<file path="src/hw/rtl/ptzf_pkg.sv">
// Shared types, constants and helpers of the pan/tilt/zoom command framer.
// No dependencies; imported by every module of the block.
`default_nettype none

package ptzf_pkg;

  // register map, index = byte address / 4
  localparam logic [2:0] REG_PAN_LO  = 3'd0;
  localparam logic [2:0] REG_PAN_HI  = 3'd1;
  localparam logic [2:0] REG_TILT_LO = 3'd2;
  localparam logic [2:0] REG_TILT_HI = 3'd3;
  localparam logic [2:0] REG_ZOOM_LIM = 3'd4;
  localparam logic [2:0] REG_PAN_DB  = 3'd5;
  localparam logic [2:0] REG_TILT_DB = 3'd6;
  localparam logic [2:0] REG_ZOOM_DB = 3'd7;

  // frame bytes
  localparam logic [7:0] FRM_SYNC = 8'hFF;
  localparam logic [7:0] FRM_ADDR = 8'h30;
  localparam logic [7:0] FRM_RSV  = 8'h00;
  localparam logic [7:0] OP_PT    = 8'h62;
  localparam logic [7:0] OP_ZM    = 8'hB3;
  localparam logic [7:0] FRM_END  = 8'hEF;

  // floor(deg*80/9): bias by a multiple of 9 so the dividend is positive,
  // then multiply by a rounded-up reciprocal of 9
  localparam int ANG_OFS_Q = 18205;
  localparam int ANG_OFS   = 9 * ANG_OFS_Q;
  localparam int RECIP_SH  = 23;
  localparam int RECIP_M   = (2 ** RECIP_SH + 8) / 9;
  localparam int CODE_BIAS = 32768 - ANG_OFS_Q;

  // descriptor queue between front and back
  localparam int QDEPTH = 4;
  localparam int QPTR_W = $clog2(QDEPTH);
  localparam int QLVL_W = $clog2(QDEPTH + 1);

  typedef struct packed {
    logic signed [11:0] pan_lo;
    logic signed [11:0] pan_hi;
    logic signed [11:0] tilt_lo;
    logic signed [11:0] tilt_hi;
    logic [15:0]        zoom_lim;
    logic [7:0]         pan_db;
    logic [7:0]         tilt_db;
    logic [7:0]         zoom_db;
  } ptzf_cfg_t;

  typedef struct packed {
    logic        pt;
    logic        zm;
    logic [15:0] pan_code;
    logic [15:0] tilt_code;
    logic [15:0] zoom;
  } ptzf_desc_t;

  typedef struct packed {
    logic              not_empty;
    logic [QLVL_W-1:0] level;
  } ptzf_qstat_t;

  function automatic logic [12:0] abs13(input logic signed [12:0] x);
    abs13 = x[12] ? 13'(-x) : 13'(x);
  endfunction

  function automatic logic [17:0] abs18(input logic signed [17:0] x);
    abs18 = x[17] ? 18'(-x) : 18'(x);
  endfunction

  function automatic logic [7:0] hex_ascii(input logic [3:0] n);
    hex_ascii = (n < 4'd10) ? (8'h30 + {4'd0, n}) : (8'h37 + {4'd0, n});
  endfunction

endpackage

`default_nettype wire

</file>
<file path="src/hw/rtl/ptz_command_framer.sv">
// Pan/tilt/zoom command framer, top level: config registers, front, queue, back.
// The first frame byte of a command passes the front pipeline registers, the queue entry and the output register.
// Throughput: one byte per cycle while out_tready is high; a command makes 0, 10, 14 or
// 24 bytes, and up to 4 commands are held in flight by the descriptor queue.
// Reset (rst_n low, synchronous): positions zero, limits and dead bands at
// their defaults, queue and output empty.
`default_nettype none

module ptz_command_framer
  import ptzf_pkg::*;
(
  input  wire logic        clk,
  input  wire logic        rst_n,
  input  wire logic        in_tvalid,
  output logic             in_tready,
  input  wire logic [47:0] in_tdata,   // pan_cmd[11:0], tilt_cmd[23:12], zoom_cmd[40:24], zeros
  input  wire logic [0:0]  in_tuser,   // relative_mode[0]
  output logic             out_tvalid,
  input  wire logic        out_tready,
  output logic [7:0]       out_tdata,  // tx_byte[7:0]
  output logic [0:0]       out_tuser,  // frame_end[0]
  output logic             out_tlast,  // last_of_run
  input  wire logic        cfg_psel,
  input  wire logic        cfg_penable,
  input  wire logic        cfg_pwrite,
  input  wire logic [4:0]  cfg_paddr,
  input  wire logic [31:0] cfg_pwdata,
  output logic [31:0]      cfg_prdata,
  output logic             cfg_pready
);

  ptzf_cfg_t   cfg_r;
  ptzf_desc_t  q_desc, q_head;
  ptzf_qstat_t qstat;
  logic        q_wr, q_pop;
  logic        cfg_wr;
  logic [2:0]  reg_idx;

  assign cfg_pready = 1'b1;
  assign cfg_wr     = cfg_psel && cfg_penable && cfg_pwrite && cfg_pready;
  assign reg_idx    = cfg_paddr[4:2];

  always_ff @(posedge clk) begin
    if (!rst_n) begin
      cfg_r.pan_lo   <= -12'sd98;
      cfg_r.pan_hi   <= 12'sd98;
      cfg_r.tilt_lo  <= -12'sd30;
      cfg_r.tilt_hi  <= 12'sd88;
      cfg_r.zoom_lim <= 16'd1960;
      cfg_r.pan_db   <= 8'd1;
      cfg_r.tilt_db  <= 8'd1;
      cfg_r.zoom_db  <= 8'd1;
    end else if (cfg_wr) begin
      unique case (reg_idx)
        REG_PAN_LO:   cfg_r.pan_lo   <= cfg_pwdata[11:0];
        REG_PAN_HI:   cfg_r.pan_hi   <= cfg_pwdata[11:0];
        REG_TILT_LO:  cfg_r.tilt_lo  <= cfg_pwdata[11:0];
        REG_TILT_HI:  cfg_r.tilt_hi  <= cfg_pwdata[11:0];
        REG_ZOOM_LIM: cfg_r.zoom_lim <= cfg_pwdata[15:0];
        REG_PAN_DB:   cfg_r.pan_db   <= cfg_pwdata[7:0];
        REG_TILT_DB:  cfg_r.tilt_db  <= cfg_pwdata[7:0];
        REG_ZOOM_DB:  cfg_r.zoom_db  <= cfg_pwdata[7:0];
        default:      cfg_r.zoom_db  <= cfg_r.zoom_db;
      endcase
    end
  end

  always_comb begin
    unique case (reg_idx)
      REG_PAN_LO:   cfg_prdata = {20'd0, cfg_r.pan_lo};
      REG_PAN_HI:   cfg_prdata = {20'd0, cfg_r.pan_hi};
      REG_TILT_LO:  cfg_prdata = {20'd0, cfg_r.tilt_lo};
      REG_TILT_HI:  cfg_prdata = {20'd0, cfg_r.tilt_hi};
      REG_ZOOM_LIM: cfg_prdata = {16'd0, cfg_r.zoom_lim};
      REG_PAN_DB:   cfg_prdata = {24'd0, cfg_r.pan_db};
      REG_TILT_DB:  cfg_prdata = {24'd0, cfg_r.tilt_db};
      default:      cfg_prdata = {24'd0, cfg_r.zoom_db};
    endcase
  end

  ptzf_front u_front (
    .clk           (clk),
    .rst_n         (rst_n),
    .cfg           (cfg_r),
    .in_valid      (in_tvalid),
    .in_ready      (in_tready),
    .pan_cmd       ($signed(in_tdata[11:0])),
    .tilt_cmd      ($signed(in_tdata[23:12])),
    .zoom_cmd      ($signed(in_tdata[40:24])),
    .relative_mode (in_tuser[0]),
    .qstat         (qstat),
    .q_wr          (q_wr),
    .q_desc        (q_desc)
  );

  ptzf_queue u_queue (
    .clk     (clk),
    .rst_n   (rst_n),
    .wr      (q_wr),
    .wr_desc (q_desc),
    .rd      (q_pop),
    .head    (q_head),
    .stat    (qstat)
  );

  ptzf_back u_back (
    .clk         (clk),
    .rst_n       (rst_n),
    .head        (q_head),
    .qstat       (qstat),
    .pop         (q_pop),
    .out_valid   (out_tvalid),
    .out_ready   (out_tready),
    .tx_byte     (out_tdata),
    .frame_end   (out_tuser[0]),
    .last_of_run (out_tlast)
  );

endmodule

`default_nettype wire

</file>
<file path="src/hw/rtl/ptzf_front.sv">
// Front end: accepts commands, applies dead band and limits, keeps the
// stored position and turns angles into codes. Uses ptzf_pkg.
`default_nettype none

module ptzf_front
  import ptzf_pkg::*;
(
  input  wire logic               clk,
  input  wire logic               rst_n,
  input  wire ptzf_cfg_t          cfg,
  input  wire logic               in_valid,
  output logic                    in_ready,
  input  wire logic signed [11:0] pan_cmd,
  input  wire logic signed [11:0] tilt_cmd,
  input  wire logic signed [16:0] zoom_cmd,
  input  wire logic               relative_mode,
  input  wire ptzf_qstat_t        qstat,
  output logic                    q_wr,
  output ptzf_desc_t              q_desc
);

  logic signed [11:0] pan_pos_r, tilt_pos_r;
  logic [15:0]        zoom_pos_r;

  logic va_r, vb_r;
  logic pta_r, zma_r, ptb_r, zmb_r;
  logic signed [11:0] pana_r, tilta_r;
  logic [15:0]        zooma_r, zoomb_r;
  logic [38:0]        pan_prod_r, tilt_prod_r;

  logic in_fire;
  logic [QLVL_W:0] pending;

  logic signed [12:0] pc13, tc13, pp13, tp13;
  logic signed [12:0] pan_cand, tilt_cand, pan_sel, tilt_sel;
  logic signed [12:0] pan_lo13, pan_hi13, tilt_lo13, tilt_hi13;
  logic [12:0]        pan_mag, tilt_mag;
  logic signed [17:0] zc18, zp18, zoom_cand, zoom_sel;
  logic [17:0]        zoom_mag;
  logic pan_chg, tilt_chg, pt, zm;
  logic signed [12:0] pan_clamp, tilt_clamp;
  logic [15:0]        zoom_clamp;

  logic signed [19:0] pan_u, tilt_u;

  // every in-flight item reserves a queue slot so the pipeline never stalls
  assign pending  = (QLVL_W + 1)'(qstat.level) + (QLVL_W + 1)'(va_r) + (QLVL_W + 1)'(vb_r);
  assign in_ready = pending < (QLVL_W + 1)'(QDEPTH);
  assign in_fire  = in_valid && in_ready;

  always_comb begin
    pc13 = {pan_cmd[11], pan_cmd};
    tc13 = {tilt_cmd[11], tilt_cmd};
    pp13 = {pan_pos_r[11], pan_pos_r};
    tp13 = {tilt_pos_r[11], tilt_pos_r};
    zc18 = {zoom_cmd[16], zoom_cmd};
    zp18 = {2'b00, zoom_pos_r};

    if (relative_mode) begin
      pan_mag   = abs13(pc13);
      tilt_mag  = abs13(tc13);
      zoom_mag  = abs18(zc18);
      pan_cand  = pc13 + pp13;
      tilt_cand = tc13 + tp13;
      zoom_cand = zc18 + zp18;
    end else begin
      pan_mag   = abs13(pc13 - pp13);
      tilt_mag  = abs13(tc13 - tp13);
      zoom_mag  = abs18(zc18 - zp18);
      pan_cand  = pc13;
      tilt_cand = tc13;
      zoom_cand = zc18;
    end

    pan_chg  = pan_mag > {5'd0, cfg.pan_db};
    tilt_chg = tilt_mag > {5'd0, cfg.tilt_db};
    zm       = zoom_mag > {10'd0, cfg.zoom_db};
    pt       = pan_chg || tilt_chg;

    pan_sel  = pan_chg ? pan_cand : pp13;
    tilt_sel = tilt_chg ? tilt_cand : tp13;
    zoom_sel = zm ? zoom_cand : zp18;

    pan_lo13  = {cfg.pan_lo[11], cfg.pan_lo};
    pan_hi13  = {cfg.pan_hi[11], cfg.pan_hi};
    tilt_lo13 = {cfg.tilt_lo[11], cfg.tilt_lo};
    tilt_hi13 = {cfg.tilt_hi[11], cfg.tilt_hi};

    // pan tests low first, tilt tests high first; matters when limits cross
    priority if (pan_sel < pan_lo13) pan_clamp = pan_lo13;
    else if (pan_sel > pan_hi13)     pan_clamp = pan_hi13;
    else                             pan_clamp = pan_sel;

    priority if (tilt_sel > tilt_hi13) tilt_clamp = tilt_hi13;
    else if (tilt_sel < tilt_lo13)     tilt_clamp = tilt_lo13;
    else                               tilt_clamp = tilt_sel;

    priority if (zoom_sel[17])                  zoom_clamp = 16'd0;
    else if (zoom_sel > {2'b00, cfg.zoom_lim})  zoom_clamp = cfg.zoom_lim;
    else                                        zoom_clamp = zoom_sel[15:0];
  end

  always_ff @(posedge clk) begin
    if (!rst_n) begin
      va_r       <= 1'b0;
      vb_r       <= 1'b0;
      pan_pos_r  <= '0;
      tilt_pos_r <= '0;
      zoom_pos_r <= '0;
    end else begin
      va_r <= in_fire;
      vb_r <= va_r;
      if (in_fire && pt) begin
        pan_pos_r  <= pan_clamp[11:0];
        tilt_pos_r <= tilt_clamp[11:0];
      end
      if (in_fire && zm) begin
        zoom_pos_r <= zoom_clamp;
      end
    end
  end

  always_comb begin
    pan_u  = $signed({{8{pana_r[11]}}, pana_r}) * 20'sd80 + 20'(ANG_OFS);
    tilt_u = $signed({{8{tilta_r[11]}}, tilta_r}) * 20'sd80 + 20'(ANG_OFS);
  end

  always_ff @(posedge clk) begin
    pta_r   <= pt;
    zma_r   <= zm;
    pana_r  <= pan_clamp[11:0];
    tilta_r <= tilt_clamp[11:0];
    zooma_r <= zoom_clamp;

    ptb_r       <= pta_r;
    zmb_r       <= zma_r;
    zoomb_r     <= zooma_r;
    pan_prod_r  <= 39'(pan_u[18:0]) * 39'(RECIP_M);
    tilt_prod_r <= 39'(tilt_u[18:0]) * 39'(RECIP_M);
  end

  assign q_wr = vb_r && (ptb_r || zmb_r);

  always_comb begin
    q_desc.pt        = ptb_r;
    q_desc.zm        = zmb_r;
    q_desc.pan_code  = pan_prod_r[RECIP_SH +: 16] + 16'(CODE_BIAS);
    q_desc.tilt_code = tilt_prod_r[RECIP_SH +: 16] + 16'(CODE_BIAS);
    q_desc.zoom      = zoomb_r;
  end

endmodule

`default_nettype wire

</file>
<file path="src/hw/rtl/ptzf_queue.sv">
// Short descriptor queue between the framer front and back ends.
// Uses ptzf_pkg for the descriptor type and depth.
`default_nettype none

module ptzf_queue
  import ptzf_pkg::*;
(
  input  wire logic        clk,
  input  wire logic        rst_n,
  input  wire logic        wr,
  input  wire ptzf_desc_t  wr_desc,
  input  wire logic        rd,
  output ptzf_desc_t       head,
  output ptzf_qstat_t      stat
);

  ptzf_desc_t        entry_r [QDEPTH];
  logic [QPTR_W-1:0] wr_ptr_r, rd_ptr_r;
  logic [QLVL_W-1:0] level_r;

  always_ff @(posedge clk) begin
    if (!rst_n) begin
      wr_ptr_r <= '0;
      rd_ptr_r <= '0;
      level_r  <= '0;
    end else begin
      if (wr) wr_ptr_r <= wr_ptr_r + 1'b1;
      if (rd) rd_ptr_r <= rd_ptr_r + 1'b1;
      unique case ({wr, rd})
        2'b10:   level_r <= level_r + 1'b1;
        2'b01:   level_r <= level_r - 1'b1;
        default: level_r <= level_r;
      endcase
    end
  end

  always_ff @(posedge clk) begin
    if (wr) entry_r[wr_ptr_r] <= wr_desc;
  end

  assign head           = entry_r[rd_ptr_r];
  assign stat.level     = level_r;
  assign stat.not_empty = level_r != '0;

endmodule

`default_nettype wire

</file>
<file path="src/hw/rtl/ptzf_back.sv">
// Back end: walks a queued descriptor byte by byte into the output register.
// Uses ptzf_pkg for frame constants and the descriptor type.
`default_nettype none

module ptzf_back
  import ptzf_pkg::*;
(
  input  wire logic        clk,
  input  wire logic        rst_n,
  input  wire ptzf_desc_t  head,
  input  wire ptzf_qstat_t qstat,
  output logic             pop,
  output logic             out_valid,
  input  wire logic        out_ready,
  output logic [7:0]       tx_byte,
  output logic             frame_end,
  output logic             last_of_run
);

  localparam logic [3:0] POS_OP     = 4'd4;
  localparam logic [3:0] POS_W0_END = 4'd8;
  localparam logic [3:0] POS_ZM_END = 4'd9;
  localparam logic [3:0] POS_W1_END = 4'd12;
  localparam logic [3:0] POS_PT_END = 4'd13;

  logic       phase_r;   // 1: zoom frame of the current descriptor
  logic [3:0] idx_r;
  logic       valid_r;
  logic [7:0] byte_r;
  logic       end_r, last_r;

  logic       load, zoom_frame, is_end, is_last;
  logic [3:0] end_pos;
  logic [15:0] word0;
  logic [7:0] byte_nxt;

  assign load       = qstat.not_empty && (!valid_r || out_ready);
  assign zoom_frame = phase_r || !head.pt;
  assign end_pos    = zoom_frame ? POS_ZM_END : POS_PT_END;
  assign word0      = zoom_frame ? head.zoom : head.pan_code;
  assign is_end     = idx_r == end_pos;
  assign is_last    = is_end && (zoom_frame || !head.zm);
  assign pop        = load && is_last;

  always_comb begin
    priority if (idx_r < POS_OP) begin
      unique case (idx_r[1:0])
        2'd0:    byte_nxt = FRM_SYNC;
        2'd1:    byte_nxt = FRM_ADDR;
        2'd2:    byte_nxt = FRM_ADDR;
        default: byte_nxt = FRM_RSV;
      endcase
    end else if (idx_r == POS_OP) begin
      byte_nxt = zoom_frame ? OP_ZM : OP_PT;
    end else if (idx_r <= POS_W0_END) begin
      byte_nxt = hex_ascii(word0[2'(POS_W0_END - idx_r) * 4 +: 4]);
    end else if (!is_end) begin
      byte_nxt = hex_ascii(head.tilt_code[2'(POS_W1_END - idx_r) * 4 +: 4]);
    end else begin
      byte_nxt = FRM_END;
    end
  end

  always_ff @(posedge clk) begin
    if (!rst_n) begin
      phase_r <= 1'b0;
      idx_r   <= '0;
      valid_r <= 1'b0;
    end else begin
      if (load) begin
        valid_r <= 1'b1;
        if (is_last) begin
          phase_r <= 1'b0;
          idx_r   <= '0;
        end else if (is_end) begin
          phase_r <= 1'b1;
          idx_r   <= '0;
        end else begin
          idx_r <= idx_r + 1'b1;
        end
      end else if (out_ready) begin
        valid_r <= 1'b0;
      end
    end
  end

  always_ff @(posedge clk) begin
    if (load) begin
      byte_r <= byte_nxt;
      end_r  <= is_end;
      last_r <= is_last;
    end
  end

  assign out_valid   = valid_r;
  assign tx_byte     = byte_r;
  assign frame_end   = end_r;
  assign last_of_run = last_r;

endmodule

`default_nettype wire

</file>
<file path="config.mk">
export PLATFORM = sky130hd
export DESIGN_NAME = ptz_command_framer
export DESIGN_NICKNAME = d
export VERILOG_FILES = /design/src/hw/rtl/ptzf_pkg.sv /design/src/hw/rtl/ptz_command_framer.sv /design/src/hw/rtl/ptzf_front.sv /design/src/hw/rtl/ptzf_queue.sv /design/src/hw/rtl/ptzf_back.sv
export SDC_FILE = /design/constraint.sdc
export NUM_CORES = 2
export LEC_CHECK = 0
export ABC_AREA = 1
export BUFFER_PORTS_ARGS = -buffer_cell sky130_fd_sc_hd__buf_4
export CAP_MARGIN = 10
export CORE_UTILIZATION = 40
export DETAILED_ROUTE_END_ITERATION = 10
export GPL_ROUTABILITY_DRIVEN = 0
export GPL_TIMING_DRIVEN = 0
export PLACE_DENSITY = 0.59
export REMOVE_ABC_BUFFERS = 1
export SYNTH_ARGS = -nofsm -noshare
export SYNTH_HDL_FRONTEND = slang
export SYNTH_SLANG_ARGS = --single-unit
</file>
<file path="constraint.sdc">
create_clock -name clk -period 20.6 [get_ports clk]
set_clock_uncertainty 0.05 [all_clocks]
set_input_delay 3.09 -clock clk [delete_from_list [all_inputs] [get_ports clk]]
set_output_delay 3.09 -clock clk [all_outputs]
set_load 0.02 [all_outputs]
</file>
; ---- Word-level counts from Yosys, hierarchy flattened
; Memory sizes are Yosys's and may differ from the RTL's. A register that Yosys moved wholly into a read port is not among the register bits.
; Index checks and enable logic that the tools add are counted.
[word_totals]
register_bits = 287
out_inout_bits = 45
ramBits = 200
mem_count = 1
elab_cells = 170
[op_classes]
n_eq_ne = 13
n_reduce_logical = 33
multipliers = 4
muxes = 43
order_cmp = 13
shift = 2
n_addsub = 29
[mem_list]
columns = memory, words, word_bits, rd, rd_clocked_by_memory_dff, wr, line_no
row1 = u_queue.entry_r, 4, 50, 1, 1, 1, ptzf_queue.sv:17  ; ptzf_desc_t entry_r [QDEPTH];
[op_table]
columns = cell, n
row1 = 13-bit two-way mux, 10
row2 = 16-bit case mux with 7 select lines, 1
row3 = 18-bit two-way mux, 5
row4 = "19-bit by 18-bit multiplier with 37-bit output, second input constant", 2
row5 = 8-bit two-way mux, 7
row6 = 12-bit two-way mux, 4
row7 = 16-bit two-way mux, 3
row8 = "19-bit adder, second input constant", 2
row9 = "16-bit by 14-bit adder with 16-bit output, second input constant", 2
row10 = 16-bit by 5-bit variable part select with 4-bit output, 2
row11 = "12-bit by 4-bit multiplier with 15-bit output, second input constant", 2
row12 = "6-bit by 4-bit adder with 7-bit output, first input constant", 4
row13 = 12-bit by 12-bit adder with 13-bit output, 2
row14 = 13-bit by 12-bit greater-than comparator with 1-bit output, 2
row15 = 13-bit by 8-bit greater-than comparator with 1-bit output, 2
row16 = 13-bit by 12-bit < comparator with 1-bit output, 2
row17 = 12-bit negator with 13-bit output, 2
row18 = 13-bit negator, 2
row19 = 12-bit by 12-bit subtractor with 13-bit output, 2
row20 = 17-bit by 17-bit adder with 18-bit output, 1
row21 = 18-bit by 16-bit greater-than comparator with 1-bit output, 1
row22 = 18-bit by 8-bit greater-than comparator with 1-bit output, 1
row23 = 17-bit negator with 18-bit output, 1
row24 = 18-bit negator, 1
row25 = 33 further kinds, 74

; ---- Logic depth before layout (Yosys ltp)
[depth]
depth_word = 9
depth_mapped = 47
ltp_nobuf = 44

; ---- Cells and area by module
; From an unflattened synthesis, not the netlist that was laid out.
[unflattened]
cells_unflattened = 4766
hier_area_um2 = 37563.5
[by_module_without_submodules]
columns = mod, area_each_um2, n_inst, seq_area_each_um2, cells_each
row1 = ptzf_front, 23865.4, 1, 2682.6, 3373
row2 = ptzf_queue, 7983.9, 1, 6185.9, 539
row3 = ptz_command_framer, 4180.3, 1, 1761.7, 609
row4 = ptzf_back, 1534.0, 1, 420.4, 245

; ---- Worst setup path after synthesis
; Ideal clock, no wire load.
[synth_path]
kind = input port to flip-flop
start = input in_tdata[0]
end = register u_front.pan_pos_r[10]
t_arrival_ns = 8.590
cell_stages = 43
n_path_buf = 3
path_slack_ns = 11.851
path_cell_list = inv_1 > ha_1 > inv_1 > fa_1 > nand3_1 > nand2_1 > nand2_1 > nand2_1 > nand4_1 > nand2_1 > inv_1 > buf_2 > nand2_1 > nand2_1 > nand2_1 > o21ai_0 > inv_1 > ha_1 > [7 not listed] > nand3_1 > nor2_1 > nand2_1 > clkbuf_1 > o21ai_0 > ha_1 > a21oi_1 > o221ai_1 > a21oi_1 > nand3b_1 > a21oi_1 > o41ai_1 > clkbuf_1 > o21ai_0 > nand3_1 > nand3_1 > nand2_1 > inv_1
[synth_between]
elab_chain_len = 9
word_cells_on_any_way = 16
cone_classes = add/sub (4) / order compare (3) / mux (7) / reduce/logical (2)
[synth_lines]
columns = element, line_no
row1 = from (decl), ptz_command_framer.sv:16  ; input wire logic [47:0] in_tdata,
row2 = 12-bit by 12-bit subtractor with 13-bit output, ptzf_front.sv:67  ; pan_mag = abs13(pc13 - pp13);
row3 = 13-bit negator, ptzf_pkg.sv:63  ; abs13 = x[12] ? 13'(-x) : 13'(x);
row4 = 13-bit two-way mux, ptzf_pkg.sv:63
row5 = 13-bit two-way mux, ptzf_front.sv:59  ; if (relative_mode) begin
row6 = 13-bit by 8-bit greater-than comparator with 1-bit output, ptzf_front.sv:75  ; pan_chg = pan_mag > {5'd0, cfg.pan_db};
row7 = 13-bit two-way mux, ptzf_front.sv:80  ; pan_sel = pan_chg ? pan_cand : pp13;
row8 = 13-bit by 12-bit greater-than comparator with 1-bit output, ptzf_front.sv:91  ; else if (pan_sel > pan_hi13) pan_clamp = pan_hi13;
row9 = 12-bit two-way mux, ptzf_front.sv:91
row10 = 12-bit two-way mux, ptzf_front.sv:90  ; priority if (pan_sel < pan_lo13) pan_clamp = pan_lo13;
row11 = to (signal assigned), ptzf_front.sv:114  ; pan_pos_r <= pan_clamp[11:0];
row12 = to (decl), ptzf_front.sv:22  ; logic signed [11:0] pan_pos_r, tilt_pos_r;
; Parallel ways exist; a longest one is shown, timed or not.
; A chain may end at the register's enable or synchronous reset.

; ---- Worst setup path after layout
[layout_path]
start = input in_tdata[0]
end = register u_front.pana_r[3]
[layout_between]
elab_chain_len = 9
word_cells_on_any_way = 14
cone_classes = add/sub (4) / order compare (3) / mux (7)
[layout_lines]
columns = element, line_no
row1 = 12-bit by 12-bit subtractor with 13-bit output, ptzf_front.sv:67
row2 = 13-bit negator, ptzf_pkg.sv:63
row3 = 13-bit two-way mux, ptzf_pkg.sv:63
row4 = 13-bit two-way mux, ptzf_front.sv:59
row5 = 13-bit by 8-bit greater-than comparator with 1-bit output, ptzf_front.sv:75
row6 = 13-bit two-way mux *, ptzf_front.sv:80
row7 = 13-bit by 12-bit greater-than comparator with 1-bit output, ptzf_front.sv:91
row8 = 12-bit two-way mux, ptzf_front.sv:91
row9 = 12-bit two-way mux *, ptzf_front.sv:90
row10 = via u_front.pan_clamp[3], ptzf_front.sv:41  ; logic signed [12:0] pan_clamp, tilt_clamp;
row11 = to (signal assigned), ptzf_front.sv:131  ; pana_r <= pan_clamp[11:0];
row12 = to (decl), ptzf_front.sv:27  ; logic signed [11:0] pana_r, tilta_r;
; The timed path passes the listed nets; every way through them passes the cells marked *.

==> impl_metrics.py <==
metrics = {
    "run_status": {
        "status": "finished clean",
    },
    "clock_network": {
        "clkTransAtPathRegs_ps": 60,
        "root_buffer": "clkbuf_16",
        "cts_tree": "yes",
        "clkLatencyLatePin_ps": 610,
        "h-tree-depth": 2,
        "post_cts_resized": 0,
        "ctsHoldBuffers": 0,
        "cts_made_buffers": 44,
        "clk_path_buf_depth": 3,
        "clock_sinks": 447,
        "postCtsSetupRepairBufs": 0,
    },
    "synthesis": {
        "seq_area_frac_synth_pct": 30.48,
        "synth_edf_count": 210,
        "synth_compound_area_share_pct": 15.32,
        "async_reset_ff_share_pct": 0,
        "syn_area_per_cell_um2": 8.058,
        "yosysWarnings": 0,
        "netlist_area_mm2": 0.03625,
        "synthFlopType": "dfxtp_1",
        "synth_simple_gate_area_share_pct": 16.79,
        "synth_adder_area_share_pct": 24.50,
        "synth.distinct_cells": 57,
        "synth_top_family_by_area": "adder cells",
        "synth_xor_area_share_pct": 3.413,
        "synthMuxAreaShare_pct": 0,
        "synth_seq_cells": 447,
        "synth_cells": 4499,
    },
    "min_path": {
        "hold_path.class": "reg -> reg",
    },
    "grt": {
        "track_usage_pct": 20.64,
        "overflow": 0,
        "grt_pass1_wl_um": 150700,
        "grt_start_max_net_pins": 107,
        "grt_pass1_vias": 28070,
        "antenna_found_initial": 8,
    },
    "die": {
        "ioPinCount": 138,
        "dieArea_mm2": 0.09185,
        "start_util_pct": 40.34,
        "dieWidth_um": 303.1,
        "die_height_um": 303.1,
        "coreArea_mm2": 0.08987,
        "row_count": 110,
    },
    "detailed_routing": {
        "routedWlPerCell_um": 16.58,
        "ant_nets": 0,
        "via_per_inst": 5.187,
        "drc": 0,
        "first_pass_iters": 5,
        "vias": 29680,
        "drtIter0Drc": 1821,
        "routed_wl_um": 94890,
    },
    "setup_path": {
        "cpPeakStageDelay_ps": 720,
        "crit_slowest_cell": "o41ai_2",
        "crit_arrival_ps": 10800,
        "critPathTopFamily": "compound AO/OA/AOI/OAI gates",
        "worstPathBufferInverterCount": 7,
        "crit_path_max_fanout": 24,
        "crit_required_ps": 21050,
        "crit_top_cell": "nand2_1",
        "criticalPathCategory": "in -> reg",
        "end_kind": "flop",
        "critPathLaunchType": "input port",
    },
    "timing": {
        "drv_slew": 0,
        "finalHoldViolCount": 0,
        "rsz0062_at_grt": "false",
        "finalSetupViolCount": 0,
        "tns_ps": 0,
        "max_freq_ghz": 0.09665,
        "relSlewSlack_pct": 21.37,
        "layout_min_cycle_time_ps": 10350,
        "worst_pin_slew_ps": 1178,
        "timing.final.crit_share_pct": 50.23,
    },
    "final_layout": {
        "fillerInstances": 8977,
        "drive_gt1_share_pct": 5.325,
        "final_nets": 5227,
        "syn_to_final_growth_pct": 8.983,
        "stdcell_count": 5722,
    },
    "placement": {
        "numPortBuffers": 95,
        "dp_cells": 5639,
        "dp_hpwl_um": 74100,
    },
    "flow_run": {
        "drv_cap": 0,
    },
}
[sequential cells by signal (all words and copies together), names as in the netlist, 12 cells and up, named ones only]
signal,count
u_front.pan_pos_r,12
u_front.tilt_pos_r,12
u_front.pan_prod_r,16
u_front.pana_r,12
u_front.zoomb_r,16
u_front.zoom_pos_r,16
u_front.tilta_r,12
u_front.tilt_prod_r,16
u_queue.entry_r,200
cfg_r,88
u_front.zooma_r,16
[layout make-up]
cell class | count | area [µm²] | area share [%]
multi-input cells | 3190 | 21870 | 55.36
repair buffers | 109 | 973.4 | 2.464
flip-flops and latches | 447 | 11060 | 27.98
clock inverters | 25 | 239.0 | 0.6048
diodes | 1 | 2.502 | 0.006333
well taps | 1176 | 1471 | 3.724
inverters | 718 | 2698 | 6.827
clock buffers | 56 | 1197 | 3.031
[per-layer routing]
metal / wire, µm / GRT usage (%)
met1: 45150 / 28.93
met2: 43440 / 33.82
met3: 4691 / 2.900
met4: 1547 / 4.092
met5: 58 / 0
[worst register-to-register path, delay by kind of cell (launching register included)]
| kind | cells | cell delay, ps |
|---|---|---|
| flops | 1 | 470 |
| fa+ha+maj | 4 | 1270 |
| buf+inv | 5 | 920 |
| compound gates | 13 | 3170 |
| simple gates | 17 | 2220 |
[cell usage in the layout, fill, tap and decap left out, types with 16 or more instances in the layout]
| master | count |
|---|---|
| xor2_1 | 102 |
| edfxtp_1 | 210 |
| o22ai_1 | 40 |
| ha_1 | 481 |
| inv_1 | 703 |
| dfxtp_1 | 235 |
| conb_1 | 17 |
| nor2_1 | 313 |
| fa_1 | 143 |
| a31oi_1 | 24 |
| nand2_1 | 698 |
| buf_4 | 96 |
| o221ai_1 | 35 |
| o21ai_0 | 380 |
| o211ai_1 | 72 |
| nand3_1 | 280 |
| nand4_1 | 35 |
| a21oi_1 | 329 |
| xnor2_1 | 30 |
| o21bai_1 | 16 |
| clkbuf_16 | 45 |
| nor3_1 | 53 |
[synth_stat cells, types with 3 or more instances]
cell / count / area share (%)
a31oi_1: 25 / 0.43
o2111ai_1: 4 / 0.097
o221ai_1: 35 / 0.85
inv_1: 706 / 7.3
nor2_1: 317 / 3.3
inv_2: 9 / 0.093
edfxtp_1: 210 / 17
o21bai_1: 16 / 0.33
nand4_1: 35 / 0.60
dfxtp_1: 237 / 13
nand2_1: 698 / 7.2
clkbuf_1: 93 / 0.96
o211ai_1: 72 / 1.5
xor2_2: 5 / 0.22
o22ai_1: 40 / 0.69
o21a_1: 3 / 0.062
ha_1: 481 / 17
o21ai_0: 380 / 5.2
clkinv_1: 3 / 0.031
a21oi_2: 6 / 0.14
a21o_1: 15 / 0.31
buf_4: 26 / 0.54
a221oi_1: 15 / 0.36
or2_2: 11 / 0.19
nand3_1: 280 / 3.9
nand3_2: 5 / 0.14
xnor2_1: 30 / 0.72
a211oi_1: 7 / 0.14
buf_2: 24 / 0.33
nor4_1: 5 / 0.086
a2111oi_0: 3 / 0.072
o31ai_1: 8 / 0.17
nand2_4: 3 / 0.093
xor2_1: 102 / 2.5
nand2_2: 6 / 0.10
nor3_1: 53 / 0.73
buf_1: 12 / 0.12
nand3b_1: 9 / 0.19
fa_1: 143 / 7.9
o21ai_1: 11 / 0.15
o41ai_1: 3 / 0.072
a21oi_1: 329 / 4.5
and2_1: 3 / 0.052
[cells by family after synthesis]
kind of cell | count (synthesis)
simple gates | 1434
compound gates | 978
buf+inv | 877
fa+ha+maj | 624
flops | 447
xor+xnor | 137
other cells | 2
[worst paths after layout]
kind	start	endpoint	slack [ps]	depth (start not counted)
hold reg to reg	u_front.zooma_r[2]$_DFF_P_	u_front.zoomb_r[2]$_DFF_P_	270	0
setup reg to reg	u_front.pan_pos_r[0]$_SDFFE_PN0P_	u_front.pana_r[3]$_DFF_P_	12410	39
hold / removal	u_front.zooma_r[2]$_DFF_P_	u_front.zoomb_r[2]$_DFF_P_	270	0
setup / recovery	in_tdata[0]	u_front.pana_r[3]$_DFF_P_	10250	41
[per-stage QoR]
stage / setup slack, ps / area, µm² / util, % / hold WS [ps]
detailed placement: 9722 / 38050 / 42.34 / 262.1
finish: 10250 / 39510 / 43.96 / 269.5
floorplan: 10720 / 35570 / - / 259.6
global placement: 7997 / 37750 / 42.01 / 261.2
global route: 9385 / 39510 / 43.96 / 280.8
CTS: 10290 / 39490 / 43.94 / 270.7
Power is left out: the tool's default activity adds up to more than one toggle a clock period on the data nets, which glitch-free logic cannot reach.
